File: config.mk
export PLATFORM = sky130hd
export DESIGN_NAME = playfair_encrypt_top
export DESIGN_NICKNAME = d
export VERILOG_FILES = /design/src/hdl/pfe_pkg.sv /design/src/hdl/pfe_ctrl.sv /design/src/hdl/pfe_datapath.sv /design/src/hdl/playfair_encrypt_top.sv
export SDC_FILE = /design/constraint.sdc
export NUM_CORES = 1
export LEC_CHECK = 0
export BUFFER_PORTS_ARGS = -buffer_cell sky130_fd_sc_hd__buf_2
export CORE_ASPECT_RATIO = 0.5
export CORE_UTILIZATION = 69
export DETAILED_ROUTE_END_ITERATION = 10
export PLACE_DENSITY_LB_ADDON = 0.3
export SYNTH_ARGS = -nofsm -noshare
export SYNTH_HDL_FRONTEND = slang
export SYNTH_SLANG_ARGS = --single-unit
export TNS_END_PERCENT = 5
File: constraint.sdc
create_clock -name clk -period 14.97 [get_ports clk]
set_input_delay 2.994 -clock clk [delete_from_list [all_inputs] [get_ports clk]]
set_output_delay 2.994 -clock clk [all_outputs]
set_load 0.02 [all_outputs]
File: src/hdl/pfe_pkg.sv
// shared types, codes and square arithmetic for the playfair block
// no dependencies
package pfe_pkg;

  localparam logic [1:0] CMD_KEY      = 2'd0;
  localparam logic [1:0] CMD_KEY_END  = 2'd1;
  localparam logic [1:0] CMD_TEXT     = 2'd2;
  localparam logic [1:0] CMD_TEXT_END = 2'd3;

  localparam logic [4:0] LETTER_I    = 5'd8;
  localparam logic [4:0] LETTER_J    = 5'd9;
  localparam logic [4:0] LETTER_X    = 5'd23;
  localparam logic [4:0] LAST_LETTER = 5'd25;
  localparam logic [4:0] SQ_CELLS    = 5'd25;
  localparam logic [2:0] SQ_LAST_IDX = 3'd4;

  typedef enum logic [2:0] {
    ST_IDLE,
    ST_FILL,
    ST_MAP,
    ST_EMIT0,
    ST_EMIT1
  } pfe_state_t;

  typedef struct packed {
    logic key_write;
    logic fill_start;
    logic fill_step;
    logic arm;
    logic pend_load;
    logic pend_clear;
    logic pair_start;
    logic pair_use_x;
    logic sq_read;
    logic emit_second;
  } pfe_cmd_t;

  typedef struct packed {
    logic key_ready;
    logic pend_valid;
    logic letter_ok;
    logic letter_eq;
    logic fill_last;
  } pfe_status_t;

  function automatic logic [4:0] fold_letter(input logic [4:0] l);
    return (l == LETTER_J) ? LETTER_I : l;
  endfunction

  function automatic logic [2:0] row_of(input logic [4:0] p);
    logic [2:0] r;
    priority if (p >= 5'd20) r = 3'd4;
    else if (p >= 5'd15) r = 3'd3;
    else if (p >= 5'd10) r = 3'd2;
    else if (p >= 5'd5) r = 3'd1;
    else r = 3'd0;
    return r;
  endfunction

  function automatic logic [2:0] col_of(input logic [4:0] p);
    logic [4:0] c;
    c = p - {row_of(p), 2'b00} - {2'b00, row_of(p)};
    return c[2:0];
  endfunction

  function automatic logic [2:0] inc_mod5(input logic [2:0] v);
    return (v == SQ_LAST_IDX) ? 3'd0 : v + 3'd1;
  endfunction

  function automatic logic [4:0] cell_of(input logic [2:0] r, input logic [2:0] c);
    return {r, 2'b00} + {2'b00, r} + {2'b00, c};
  endfunction

endpackage

File: src/hdl/pfe_ctrl.sv
// controller state machine for the playfair block
// depends on pfe_pkg
module pfe_ctrl (
  input  logic                clk,
  input  logic                rst_n,
  input  logic                in_valid,
  input  logic [1:0]          in_cmd,
  output logic                in_stall,
  output logic                out_valid,
  input  logic                out_stall,
  input  pfe_pkg::pfe_status_t status_i,
  output pfe_pkg::pfe_cmd_t    cmd_o
);
  import pfe_pkg::*;

  pfe_state_t state_r, state_nxt;

  always_ff @(posedge clk) begin
    if (!rst_n) begin
      state_r <= ST_IDLE;
    end else begin
      state_r <= state_nxt;
    end
  end

  always_comb begin
    state_nxt = state_r;
    unique case (state_r)
      ST_IDLE: begin
        if (cmd_o.fill_start) state_nxt = ST_FILL;
        else if (cmd_o.pair_start) state_nxt = ST_MAP;
      end
      ST_FILL: begin
        if (status_i.fill_last) state_nxt = ST_IDLE;
      end
      ST_MAP: state_nxt = ST_EMIT0;
      ST_EMIT0: begin
        if (!out_stall) state_nxt = ST_EMIT1;
      end
      ST_EMIT1: begin
        if (!out_stall) state_nxt = ST_IDLE;
      end
      default: state_nxt = ST_IDLE;
    endcase
  end

  always_comb begin
    cmd_o     = '0;
    in_stall  = (state_r != ST_IDLE);
    out_valid = (state_r == ST_EMIT0) || (state_r == ST_EMIT1);
    unique case (state_r)
      ST_IDLE: begin
        if (in_valid) begin
          unique case (in_cmd)
            CMD_KEY: begin
              cmd_o.key_write = !status_i.key_ready && status_i.letter_ok;
            end
            CMD_KEY_END: begin
              cmd_o.fill_start = !status_i.key_ready;
            end
            CMD_TEXT: begin
              if (status_i.key_ready && status_i.letter_ok) begin
                if (!status_i.pend_valid) begin
                  cmd_o.pend_load = 1'b1;
                end else if (status_i.letter_eq) begin
                  cmd_o.pair_start = 1'b1;
                  cmd_o.pair_use_x = 1'b1;
                end else begin
                  cmd_o.pair_start = 1'b1;
                  cmd_o.pend_clear = 1'b1;
                end
              end
            end
            CMD_TEXT_END: begin
              if (status_i.key_ready && status_i.pend_valid) begin
                cmd_o.pair_start = 1'b1;
                cmd_o.pair_use_x = 1'b1;
                cmd_o.pend_clear = 1'b1;
              end
            end
            default: cmd_o = '0;
          endcase
        end
      end
      ST_FILL: begin
        cmd_o.fill_step = 1'b1;
        cmd_o.arm       = status_i.fill_last;
      end
      ST_MAP: cmd_o.sq_read = 1'b1;
      ST_EMIT0: cmd_o.emit_second = 1'b0;
      ST_EMIT1: cmd_o.emit_second = 1'b1;
      default: cmd_o = '0;
    endcase
  end

endmodule

File: src/hdl/pfe_datapath.sv
// key square, letter positions, pairing state and cipher lookup
// depends on pfe_pkg
module pfe_datapath (
  input  logic                 clk,
  input  logic                 rst_n,
  input  logic [4:0]           in_letter,
  input  pfe_pkg::pfe_cmd_t    cmd_i,
  output pfe_pkg::pfe_status_t status_o,
  output logic [4:0]           cipher_letter
);
  import pfe_pkg::*;

  logic [4:0]  square_mem [25];
  logic [4:0]  pos_mem    [26];
  logic [25:0] used_r;
  logic [4:0]  fill_cnt_r;
  logic [4:0]  key_idx_r;
  logic [4:0]  pend_r;
  logic        pend_valid_r;
  logic        key_ready_r;
  logic [4:0]  pos_a_r, pos_b_r;
  logic [4:0]  sq_a_r, sq_b_r;

  logic [4:0] in_fold;
  logic [4:0] place_addr;
  logic       place_en;
  logic [4:0] rd_b;
  logic [2:0] ra, ca, rb, cb;
  logic [4:0] qa, qb;

  assign in_fold    = fold_letter(in_letter);
  assign place_addr = cmd_i.fill_step ? key_idx_r : in_fold;
  assign place_en   = (cmd_i.key_write || cmd_i.fill_step) && (place_addr != LETTER_J) &&
                      !used_r[place_addr] && (fill_cnt_r < SQ_CELLS);
  assign rd_b       = cmd_i.pair_use_x ? LETTER_X : in_fold;

  assign status_o.key_ready  = key_ready_r;
  assign status_o.pend_valid = pend_valid_r;
  assign status_o.letter_ok  = (in_letter <= LAST_LETTER);
  assign status_o.letter_eq  = (in_fold == pend_r);
  assign status_o.fill_last  = (key_idx_r == LAST_LETTER);

  always_ff @(posedge clk) begin
    if (!rst_n) begin
      used_r       <= '0;
      fill_cnt_r   <= '0;
      key_idx_r    <= '0;
      pend_r       <= '0;
      pend_valid_r <= 1'b0;
      key_ready_r  <= 1'b0;
    end else begin
      if (place_en) begin
        used_r[place_addr] <= 1'b1;
        fill_cnt_r         <= fill_cnt_r + 5'd1;
      end
      if (cmd_i.fill_start) key_idx_r <= '0;
      else if (cmd_i.fill_step) key_idx_r <= key_idx_r + 5'd1;
      if (cmd_i.arm) key_ready_r <= 1'b1;
      if (cmd_i.pend_load) begin
        pend_r       <= in_fold;
        pend_valid_r <= 1'b1;
      end else if (cmd_i.pend_clear) begin
        pend_valid_r <= 1'b0;
      end
    end
  end

  // position table, read at both pair letters
  always_ff @(posedge clk) begin
    if (place_en) pos_mem[place_addr] <= fill_cnt_r;
    if (cmd_i.pair_start) begin
      pos_a_r <= pos_mem[pend_r];
      pos_b_r <= pos_mem[rd_b];
    end
  end

  always_comb begin
    ra = row_of(pos_a_r);
    ca = col_of(pos_a_r);
    rb = row_of(pos_b_r);
    cb = col_of(pos_b_r);
    priority if (ra == rb) begin
      qa = cell_of(ra, inc_mod5(ca));
      qb = cell_of(rb, inc_mod5(cb));
    end else if (ca == cb) begin
      qa = cell_of(inc_mod5(ra), ca);
      qb = cell_of(inc_mod5(rb), cb);
    end else begin
      qa = cell_of(ra, cb);
      qb = cell_of(rb, ca);
    end
  end

  // key square, read at both cipher cells
  always_ff @(posedge clk) begin
    if (place_en) square_mem[fill_cnt_r] <= place_addr;
    if (cmd_i.sq_read) begin
      sq_a_r <= square_mem[qa];
      sq_b_r <= square_mem[qb];
    end
  end

  assign cipher_letter = cmd_i.emit_second ? sq_b_r : sq_a_r;

endmodule

File: src/hdl/playfair_encrypt_top.sv
// top level of the playfair encryption block
// depends on pfe_pkg, pfe_ctrl and pfe_datapath
//
//   channel   signals                               direction
//   in        in_valid in_stall in_cmd in_letter     into block
//   out       out_valid out_stall out_cipher_letter  out of block
//             out_pair_last
//
// one transaction at a time: key letter, text letter without a pair and ignored
// items are handled in the idle state; a pair passes position read, square lookup and
// two output states, held under out_stall, set by the registered table reads.
// key end walks the alphabet, writing each letter not yet placed into the tables.
// rst_n is synchronous; square and position tables are not cleared.
// in_stall is high from accepting a pair or key end until its work is done.
module playfair_encrypt_top (
  input  logic       clk,
  input  logic       rst_n,
  input  logic       in_valid,
  output logic       in_stall,
  input  logic [1:0] in_cmd,
  input  logic [4:0] in_letter,
  output logic       out_valid,
  input  logic       out_stall,
  output logic [4:0] out_cipher_letter,
  output logic       out_pair_last
);
  import pfe_pkg::*;

  pfe_cmd_t    cmd;
  pfe_status_t status;

  pfe_ctrl u_ctrl (
    .clk       (clk),
    .rst_n     (rst_n),
    .in_valid  (in_valid),
    .in_cmd    (in_cmd),
    .in_stall  (in_stall),
    .out_valid (out_valid),
    .out_stall (out_stall),
    .status_i  (status),
    .cmd_o     (cmd)
  );

  pfe_datapath u_dp (
    .clk           (clk),
    .rst_n         (rst_n),
    .in_letter     (in_letter),
    .cmd_i         (cmd),
    .status_o      (status),
    .cipher_letter (out_cipher_letter)
  );

  assign out_pair_last = cmd.emit_second;

endmodule

==> results.yml, run 1 <==
detailed_routing:
  vias: 13100
  postRouteAntennaNets: 0
  dr_wl_met2_microns: 20900
  wl_met3_microns: 5890
  drc: 0
  drt_iter0_markers: 2087
  viasPerCell: 7.13
  wl_per_cell_microns: 25.8
  wl_met1_microns: 18800
  first_pass_iters: 9
  drt-total-wl_microns: 47300
  highest_layer: "met4"
place:
  port_buffers: 18
  hpwl_microns: 32700
  place.gp.congestion: 1.04
finish:
  drive_gt1_share_pct: 12.6
  multi_input_area_sq_um: 7550
  post-route-util_pct: 75.9
  seqCellArea_sq_um: 9180
  nNetsFinal: 1535
  num_antenna_cells: 0
  fillers: 1548
  area_growth_pct: 6.75
clock_tree:
  hold_buffers: 0
  postCtsSetupRepairBufs: 0
  cts_resized: 0
  path_clk_slew_ns: 0.08
  cts_buffers: 27
  cts_root_buf: "clkbuf_16"
  clkSinkCount: 321
  cts_buffer_depth: 3
  cts_max_level: 1
  clk_latency_ns: 0.56
  cts_tree: "built"
timing:
  fmax_mhz: 138
  setup_viol: 0
  worstMarginPinSlew_ns: 1.21
  slew-limit-headroom_pct: 19.0
  rsz0062_at_grt: "false"
  slew_violations: 0
  fin_crit_ns: 7.25
  finalCritPeriodShare_pct: 48.4
  totalNegativeSetupSlack_ns: 0
  hold_viol_final: 0
  fin_skew_ns: 0.0148
synthesis:
  avgSynthCellArea_sq_um: 11.6
  yosys-top-cells-area: "edfxtp_1 48%, mux4_2 5.6%, dfxtp_1 5.3%"
  ys.flop_type: "edfxtp_1"
  synthTopCellsByCount: "275 x edfxtp_1, 213 x nand2_1, 96 x nor2_1"
  ys_warn_count: 0
  netlist_instances: 1487
  synth_edf_count: 275
  yosysUniqueCellTypes: 79
  post-synth-top-count-cell: "edfxtp_1"
  synth_top_cell_by_area: "edfxtp_1"
  synth_top_area_share_pct: 47.7
  ys_ff_latch: 321
  seq_area_frac_synth_pct: 53.1
  synth-async-reset-ratio_pct: 0
  syn_area_sq_um: 17300
global_route:
  antenna_found_initial: 0
  grt_pass1_wl_microns: 73000
  grt_max_degree: 43
  track_usage_pct: 38.1
  grt.overflow.total: 0
  grt_pass1_vias: 12400
worst_setup_path:
  crit_fanout: 26
  worstPathRequired_ns: 15.28
  rrSetupSlack_ns: 7.72
  cp-end-kind: "flop"
  crit_family: "simple AND/OR/NAND/NOR gates"
  worst-path-buf-inv: 4
  start_kind: "flop"
  crit_chain: "nor2_1, o21ai_0, a221o_1, inv_1, nor2_1, ha_1, inv_1, ha_1, nor2_1, fa_1, inv_1, nor3_2, or2_2, fa_1, inv_1, fa_1, a211oi_1, mux2i_1, and2_1, nand3b_1, o32a_1, nor4bb_1"
  slowest_delay_ns: 0.98
  crit_arrival_ns: 7.55
  r2r_start: "u_dp.pos_a_r[1]"
  r2r-end: "u_dp.sq_a_r[3]"
  worstSetupPathType: "flop to flop"
  cpMostUsedCell: "inv_1"
  rr_worst_depth: 22
  crit_slowest_cell: "and2_1"
worst_hold_path:
  worstHoldPathCells: 1
  min_to: "u_dp.used_r[9]"
  min_path_type: "flop to flop"
  worstHoldStart: "u_dp.used_r[9]"
pwr:
  total_leakage_power_nw: 6.39
  peakVddDrop_uv: 101
  finalPower_mw: 1.91
  powerDensity_nw_per_um2: 104
run:
  cap_violations: 0
floorplan:
  fp.dieH_microns: 114
  die_w_microns: 226
  die_area_sq_um: 25800
  ios: 19
  core_area_sq_um: 24300
  num_rows: 40
  start_util_pct: 71.1
run_status:
  status: "finished clean"
==> layout by cell type, fill, tap and decap left out, drive strengths merged, types with 16 or more instances in the layout <==
cell type / count
a32oi: 22
mux4: 43
nor2: 96
nand2: 213
nand3: 40
ha: 40
o22ai: 20
mux2: 28
a31oi: 24
mux2i: 83
o221ai: 21
a21oi: 88
o21ai: 31
clkbuf: 39
nor2b: 21
a211oi: 16
nor3: 16
inv: 49
edfxtp: 275
dfxtp: 46
buf: 42
o21a: 36
==> area by class of cell <==
type                       count  area share [%]
multi-input combinational   1036            40.9
timing repair buffer          42            1.46
sequential                   321            49.7
inverter                      46           0.935
clock inverter                11           0.528
tap                          336            2.28
clock buffer                  39            4.17
==> worst reg2reg max path: cells and delay by family (launching register included) <==
kind / cells / cell delay, ns
and+or+nand+nor: 8 / 2.38
AOI/OAI and AO/OA: 4 / 0.95
buffers and inverters: 4 / 0.37
DFF: 1 / 0.52
muxes: 1 / 0.87
adders and majority gates: 5 / 1.93
==> logic make-up (layout without fill, tap and decap cells) <==
kind of cell | count (synthesis) | in the layout | share of synthesized area, %
flip-flops | 321 | 321 | 53.1
multiplexers | 154 | 154 | 12.3
buffers and inverters | 134 | 138 | 3.44
AND/OR/NAND/NOR | 470 | 470 | 12.7
adder cells (fa/ha/maj) | 51 | 51 | 4.11
XOR/XNOR | 25 | 25 | 1.27
other | 1 | 5 | 0.0217
AO/OA/AOI/OAI | 331 | 331 | 13.1
==> where the power goes <==
part           switching (mW)  total (mW)  internal [mW]
Sequential             0.0157        1.03           1.01
Clock                   0.326       0.704          0.379
Combinational           0.131       0.179         0.0481
==> metrics by stage <==
| stage | setup slack (ns) | area (sq um) | hold WS (ns) | std cells |
|---|---|---|---|---|
| 2_1_floorplan | 8.65 | 17300 | 0.425 | 1491 |
| 3_3_place_gp | 7.81 | 17600 | 0.442 | 1781 |
| 3_5_place_dp | 7.61 | 17600 | 0.448 | 1781 |
| 4_1_cts | 7.97 | 18500 | 0.464 | 1831 |
| 5_1_grt | 7.47 | 18500 | 0.492 | 1831 |
| 6_report | 7.72 | 18500 | 0.468 | 1831 |
==> worst max path at each step <==
stage	depth (start not counted)	slack, ns	to	startpoint
finish	22	7.72	u_dp.sq_a_r[3]	u_dp.pos_a_r[1]
global route	22	7.47	u_dp.sq_a_r[3]	u_dp.pos_a_r[1]
CTS	22	7.97	u_dp.sq_a_r[3]	u_dp.pos_a_r[1]
detailed placement	10	7.61	u_dp.square_mem[24][4]	in_letter[1]
global placement	10	7.81	u_dp.square_mem[24][0]	in_letter[1]
floorplan	10	8.65	u_dp.square_mem[24][0]	in_letter[1]
==> state kept, by name, summed over array words and instances (netlist names), 5 cells and up <==
signal,cells
u_dp.pos_mem,130
u_dp.pend_r,5
u_dp.pos_a_r,5
u_dp.fill_cnt_r,5
u_dp.sq_b_r,5
u_dp.key_idx_r,5
u_dp.square_mem,125
u_dp.sq_a_r,5
u_dp.used_r,26
u_dp.pos_b_r,5
==> routing by layer <==
| layer | vias to the layer above | GRT usage, % |
|---|---|---|
| met5 | - | 0 |
| met4 | 0 | 11.5 |
| met3 | 164 | 8.22 |
| met2 | 996 | 59.2 |
| met1 | 6284 | 54.5 |
| li1 | 5608 | - |
No activity file was read; power rests on OpenSTA's default activity.
==> run 2: changes to the inputs <==
CORE_UTILIZATION = 64   (was 69)
clock period = 7.07 ns   (was 14.97 ns; I/O delays follow)
==> run 2 against run 1 <==
Compared with the run above:
- count of clock-buffer cells in the layout rose by 1
- critical path type unchanged
- clock power increased by 120%
- worst setup slack lost 7.3 ns
- clock skew grew 0.0055 ns
- largest cell class unchanged
- cell area rose by 0.53%
==> results.yml, run 2 (synthesis gave the netlist of run 1 again) <==
worst_setup_path:
  worst-path-buf-inv: 3
  slowest_delay_ns: 0.83
  crit_slowest_cell: "nor2_1"
  rrSetupSlack_ns: 0.43
  start_kind: "flop"
  crit_family: "adder cells"
  crit_chain: "maj3_1, a221o_1, inv_1, nor2_1, ha_1, inv_1, ha_1, nor2_1, fa_1, ha_1, a21oi_1, ha_1, inv_1, fa_1, xor2_1, nor2_1, nor2_1, nand2_1, a22oi_1, o221ai_1, nor3_1"
  worstPathRequired_ns: 7.48
  crit_arrival_ns: 7.05
  r2r-end: "u_dp.sq_b_r[3]"
  cp-end-kind: "flop"
  r2r_start: "u_dp.pos_b_r[1]"
  worstSetupPathType: "flop to flop"
  crit_fanout: 13
  rr_worst_depth: 21
clock_tree:
  clk_latency_ns: 0.59
  cts_buffer_depth: 3
  cts_tree: "built"
  cts_buffers: 28
  path_clk_slew_ns: 0.07
  hold_buffers: 0
  cts_resized: 0
  cts_max_level: 1
  cts_root_buf: "clkbuf_16"
  clkSinkCount: 321
  postCtsSetupRepairBufs: 0
global_route:
  grt_max_degree: 43
  antenna_found_initial: 0
  grt_pass1_vias: 12500
  grt.overflow.total: 0
  grt_pass1_wl_microns: 72300
  track_usage_pct: 34.4
place:
  placed_cells: 1803
  place_worst_setup_slack_ns: 0.571
  placed_area_sq_um: 17700
  place.gp.congestion: 1.03
  hpwl_microns: 32400
  port_buffers: 18
timing:
  setup_viol: 0
  slew_violations: 0
  rsz0062_at_grt: "false"
  totalNegativeSetupSlack_ns: 0
  final.setup.worst_slack_ns: 0.432
  worstMarginPinSlew_ns: 1.29
  fmax_mhz: 151
  slew-limit-headroom_pct: 14.0
  fin_crit_ns: 6.64
  hold_viol_final: 0
  fin_skew_ns: 0.0203
  finalCritPeriodShare_pct: 93.9
floorplan:
  start_util_pct: 65.3
  die_w_microns: 235
  fp.dieH_microns: 118
  die_area_sq_um: 27700
  core_area_sq_um: 26500
  num_rows: 42
  ios: 19
finish:
  nNetsFinal: 1542
  drive_gt1_share_pct: 12.9
  fillers: 1817
  post-route-util_pct: 70.1
  top_register: "u_dp.pos_mem"
  largest_reg_flops: 130
  num_antenna_cells: 0
  final_area_sq_um: 18600
  final_common_cell: "edfxtp_1"
  area_growth_pct: 7.31
  reg_top3: "u_dp.pos_mem (130), u_dp.square_mem (125), u_dp.used_r (26)"
  fin_cells: 1855
  final_cell_mix: "275 x edfxtp_1, 213 x nand2_1, 93 x nor2_1, 84 x a21oi_1, 81 x mux2i_1"
run_status:
  status: "finished clean"
worst_hold_path:
  min_path_type: "flop to flop"
  worstHoldStart: "u_dp.used_r[11]"
  min_to: "u_dp.used_r[11]"
  worstHoldPathCells: 1
detailed_routing:
  wl_per_cell_microns: 25.4
  drt_iter0_markers: 2055
  first_pass_iters: 6
  postRouteAntennaNets: 0
  drc: 0
  vias: 13100
  drt-total-wl_microns: 47100
  viasPerCell: 7.06
pwr:
  powerDensity_nw_per_um2: 221
  total_leakage_power_nw: 6.43
  peakVddDrop_uv: 201
run:
  cap_violations: 0
-- run 2: changes by cell type in the layout (fill, tap and decap cells not counted) --
| cell | before | now |
|---|---|---|
| clkbuf_8 | 5 | 3 |
| clkbuf_1 | 7 | 9 |
| inv_6 | 4 | 1 |
| dfxtp_1 | 43 | 44 |
| clkinv_16 | 0 | 1 |
| inv_8 | 0 | 1 |
| clkinv_2 | 2 | 3 |
| dfxtp_2 | 3 | 2 |
| clkinv_4 | 0 | 1 |
| clkbuf_16 | 27 | 28 |
| buf_4 | 24 | 30 |
-- run 2: cell type report --
cell class	instances	area, sq um	area share (%)
clock inverter	12	126	0.681
multi-input combinational	1036	7550	40.7
timing repair buffer	48	315	1.70
inverter	46	173	0.930
tap	352	440	2.37
sequential	321	9180	49.5
clock buffer	40	776	4.18
-- run 2: report_power, final --
part | switching [mW] | internal, mW
Clock | 0.723 | 0.812
Combinational | 0.263 | 0.100
Sequential | 0.0539 | 2.15
-- run 2: worst max-delay path by stage --
stage                               start             end  slack [ns]  cells after the start
after global placement    u_dp.pos_b_r[1]  u_dp.sq_b_r[3]        0.65                     22
after CTS                 u_dp.pos_b_r[1]  u_dp.sq_b_r[3]        0.52                     22
after global routing      u_dp.pos_b_r[3]  u_dp.sq_b_r[3]         0.1                     22
after detailed placement  u_dp.pos_b_r[1]  u_dp.sq_b_r[3]        0.57                     22
after floorplan           u_dp.pos_b_r[1]  u_dp.sq_b_r[1]        1.43                     22
final                     u_dp.pos_b_r[1]  u_dp.sq_b_r[3]        0.43                     21
-- run 2: layer usage --
metal	vias up	share of wire (%)	track usage, %
met5	-	0	0
met4	0	4.3	12.4
met3	187	11	7.38
met2	907	44	52.5
met1	6370	40	48.9
li1	5625	-	-
-- run 2: stage by stage --
stage	hold WS [ns]	power (mW)
6_report	0.462	4.10
4_1_cts	0.468	4.09
3_5_place_dp	0.453	2.59
2_1_floorplan	0.425	2.44
3_3_place_gp	0.441	2.57
5_1_grt	0.482	4.19
==> run 3: changes to the inputs <==
CORE_UTILIZATION = 58   (was 64)
RECOVER_POWER = 100   (was default)
clock period = 5.4 ns   (was 7.07 ns; I/O delays follow)
==> run 3 against run 2 <==
Compared with the run above:
- power grew 33%
- the flow now finishes with violations (max-capacitance violations, max-slew violations)
- largest power group unchanged
- critical endpoint is now u_dp.sq_b_r[2]
- first-iteration DRC count shrank 32%
- fmax grew 25%
- non-clock buffer count grew 107
==> results.yml, run 3 (synthesis gave the netlist of run 1 again) <==
run_status:
  status: "finished with violations"
  violations: "max-capacitance violations, max-slew violations"
pwr:
  total_leakage_power_nw: 6.91
  peakVddDrop_uv: 296
  powerDensity_nw_per_um2: 274
floorplan:
  die_area_sq_um: 30600
  start_util_pct: 59.3
  die_w_microns: 246
  core_area_sq_um: 29200
  ios: 19
  num_rows: 44
  fp.dieH_microns: 124
place:
  place.gp.congestion: 1.01
  hpwl_microns: 33800
  placed_area_sq_um: 18500
  placed_cells: 1928
  port_buffers: 18
clock_tree:
  path_clk_slew_ns: 0.07
  cts_buffers: 29
  clkSinkCount: 321
  cts_buffer_depth: 3
  hold_buffers: 0
  clk_latency_ns: 0.58
  cts_root_buf: "clkbuf_16"
  cts_max_level: 1
  cts_tree: "built"
timing:
  fin_crit_ns: 5.31
  slew_violations: 245
  slew-limit-headroom_pct: -102
  fin_skew_ns: 0.0168
  fmax_mhz: 189
  rsz0062_at_grt: "true"
  finalCritPeriodShare_pct: 98.2
  worstMarginPinSlew_ns: 3.03
  setup_viol: 0
  hold_viol_final: 0
global_route:
  grt_pass1_vias: 12500
  grt_max_degree: 43
  track_usage_pct: 31.7
  grt.overflow.total: 0
  grt_pass1_wl_microns: 72800
  antenna_found_initial: 2
detailed_routing:
  drc: 0
  viasPerCell: 6.59
  postRouteAntennaNets: 0
  wl_per_cell_microns: 24.3
  drt-total-wl_microns: 48700
  drt_iter0_markers: 1403
  first_pass_iters: 5
  vias: 13200
finish:
  area_growth_pct: 14.6
  num_antenna_cells: 0
  multi_input_area_sq_um: 7900
  fin_cells: 2001
  reg_top3: "u_dp.pos_mem (130), u_dp.square_mem (125), u_dp.used_r (26)"
  drive_gt1_share_pct: 19.8
  top_register: "u_dp.pos_mem"
  final_area_sq_um: 19800
  nNetsFinal: 1650
  final_cell_mix: "275 x edfxtp_1, 210 x nand2_1, 87 x buf_4, 86 x nor2_1, 81 x a21oi_1"
  largest_reg_flops: 130
  final_common_cell: "edfxtp_1"
  seqCellArea_sq_um: 9180
  fillers: 2088
worst_hold_path:
  min_path_type: "flop to flop"
worst_setup_path:
  worstSetupPathType: "flop to flop"
  cpMostUsedCell: "inv_2"
  cp-end-kind: "flop"
  crit_fanout: 4
  slowest_delay_ns: 0.54
  crit_arrival_ns: 5.71
  crit_slowest_cell: "or4_4"
  start_kind: "flop"
  crit_chain: "inv_2, maj3_2, a221o_1, inv_2, nor2_4, ha_4, ha_2, nor2_4, fa_2, inv_2, ha_4, ha_2, inv_1, fa_1, or4_4, and3_4, a21oi_4, buf_12, buf_6, mux2i_1, a311oi_1, a221oi_2, nor4_2"
  crit_family: "adder cells"
  worst-path-buf-inv: 6
  worstPathRequired_ns: 5.80
run:
  cap_violations: 8
[run 3: changes by cell type in the layout (fill, tap and decap cells not counted), moves of 8 or more]
cell      change
buf_12        +8
buf_2         -9
buf_4        +57
clkbuf_1     +40
o22ai_1       -9
o22ai_2       +9
[run 3: layout make-up]
cell class	instances	area share, %
Multi-Input combinational cell	1036	39.8
Clock inverter	15	0.814
Tap cell	391	2.47
Timing Repair Buffer	155	5.74
Sequential cell	321	46.3
Inverter	46	0.870
Clock buffer	37	4.01
[run 3: what timing repair did]
action                                  CTS  global route
endpoints found under the hold margin     0             0
pin swaps                                 7            37
endpoints found under the setup margin   10            10
gates resized for setup                  19            61
gates cloned                              1             2
setup buffers                             7            11
[run 3: power breakdown]
group	internal [mW]	switching, mW
clock	1.15	0.945
combinational	0.131	0.370
sequential	2.81	0.0362
total	4.09	1.35
[run 3: stage by stage]
step | power, mW | utilization [%] | setup WS (ns) | hold WS [ns] | setup TNS (ns)
floorplan | 3.19 | - | 0.0118 | 0.425 | 0
global placement | 3.39 | 63.3 | -0.104 | 0.442 | -0.353
detailed placement | 3.41 | 63.3 | -0.215 | 0.453 | -1.24
CTS | 5.46 | 67.2 | 0.0106 | 0.469 | 0
global route | 5.59 | 68.0 | -0.0684 | 0.480 | -0.212
finish | 5.44 | 68.0 | 0.0950 | 0.467 | 0
[run 3: worst register-to-register path: cells and delay by family, from the launching register on]
kind / cells / cell delay, ns
AO/OA/AOI/OAI: 4 / 0.87
adder cells (fa/ha/maj): 7 / 2.19
buffers and inverters: 6 / 0.51
flip-flops: 1 / 0.38
multiplexers: 1 / 0.06
AND/OR/NAND/NOR: 5 / 1.13
[run 3: routing by layer]
| metal | global-route usage, % | wire [microns] |
|---|---|---|
| met1 | 44.6 | 20300 |
| met2 | 50.6 | 22100 |
| met3 | 5.15 | 4510 |
| met4 | 10.4 | 1730 |
| met5 | 0 | 13 |
[run 3: path summary, 6_finish.rpt]
kind                    from              end  slack, ns  cells after the start
max          u_dp.pos_b_r[3]   u_dp.sq_b_r[2]       0.09                     23
min          u_dp.used_r[14]  u_dp.used_r[14]       0.47                      1
max reg2reg  u_dp.pos_b_r[3]   u_dp.sq_b_r[2]       0.09                     23
min reg2reg  u_dp.used_r[14]  u_dp.used_r[14]       0.47                      1
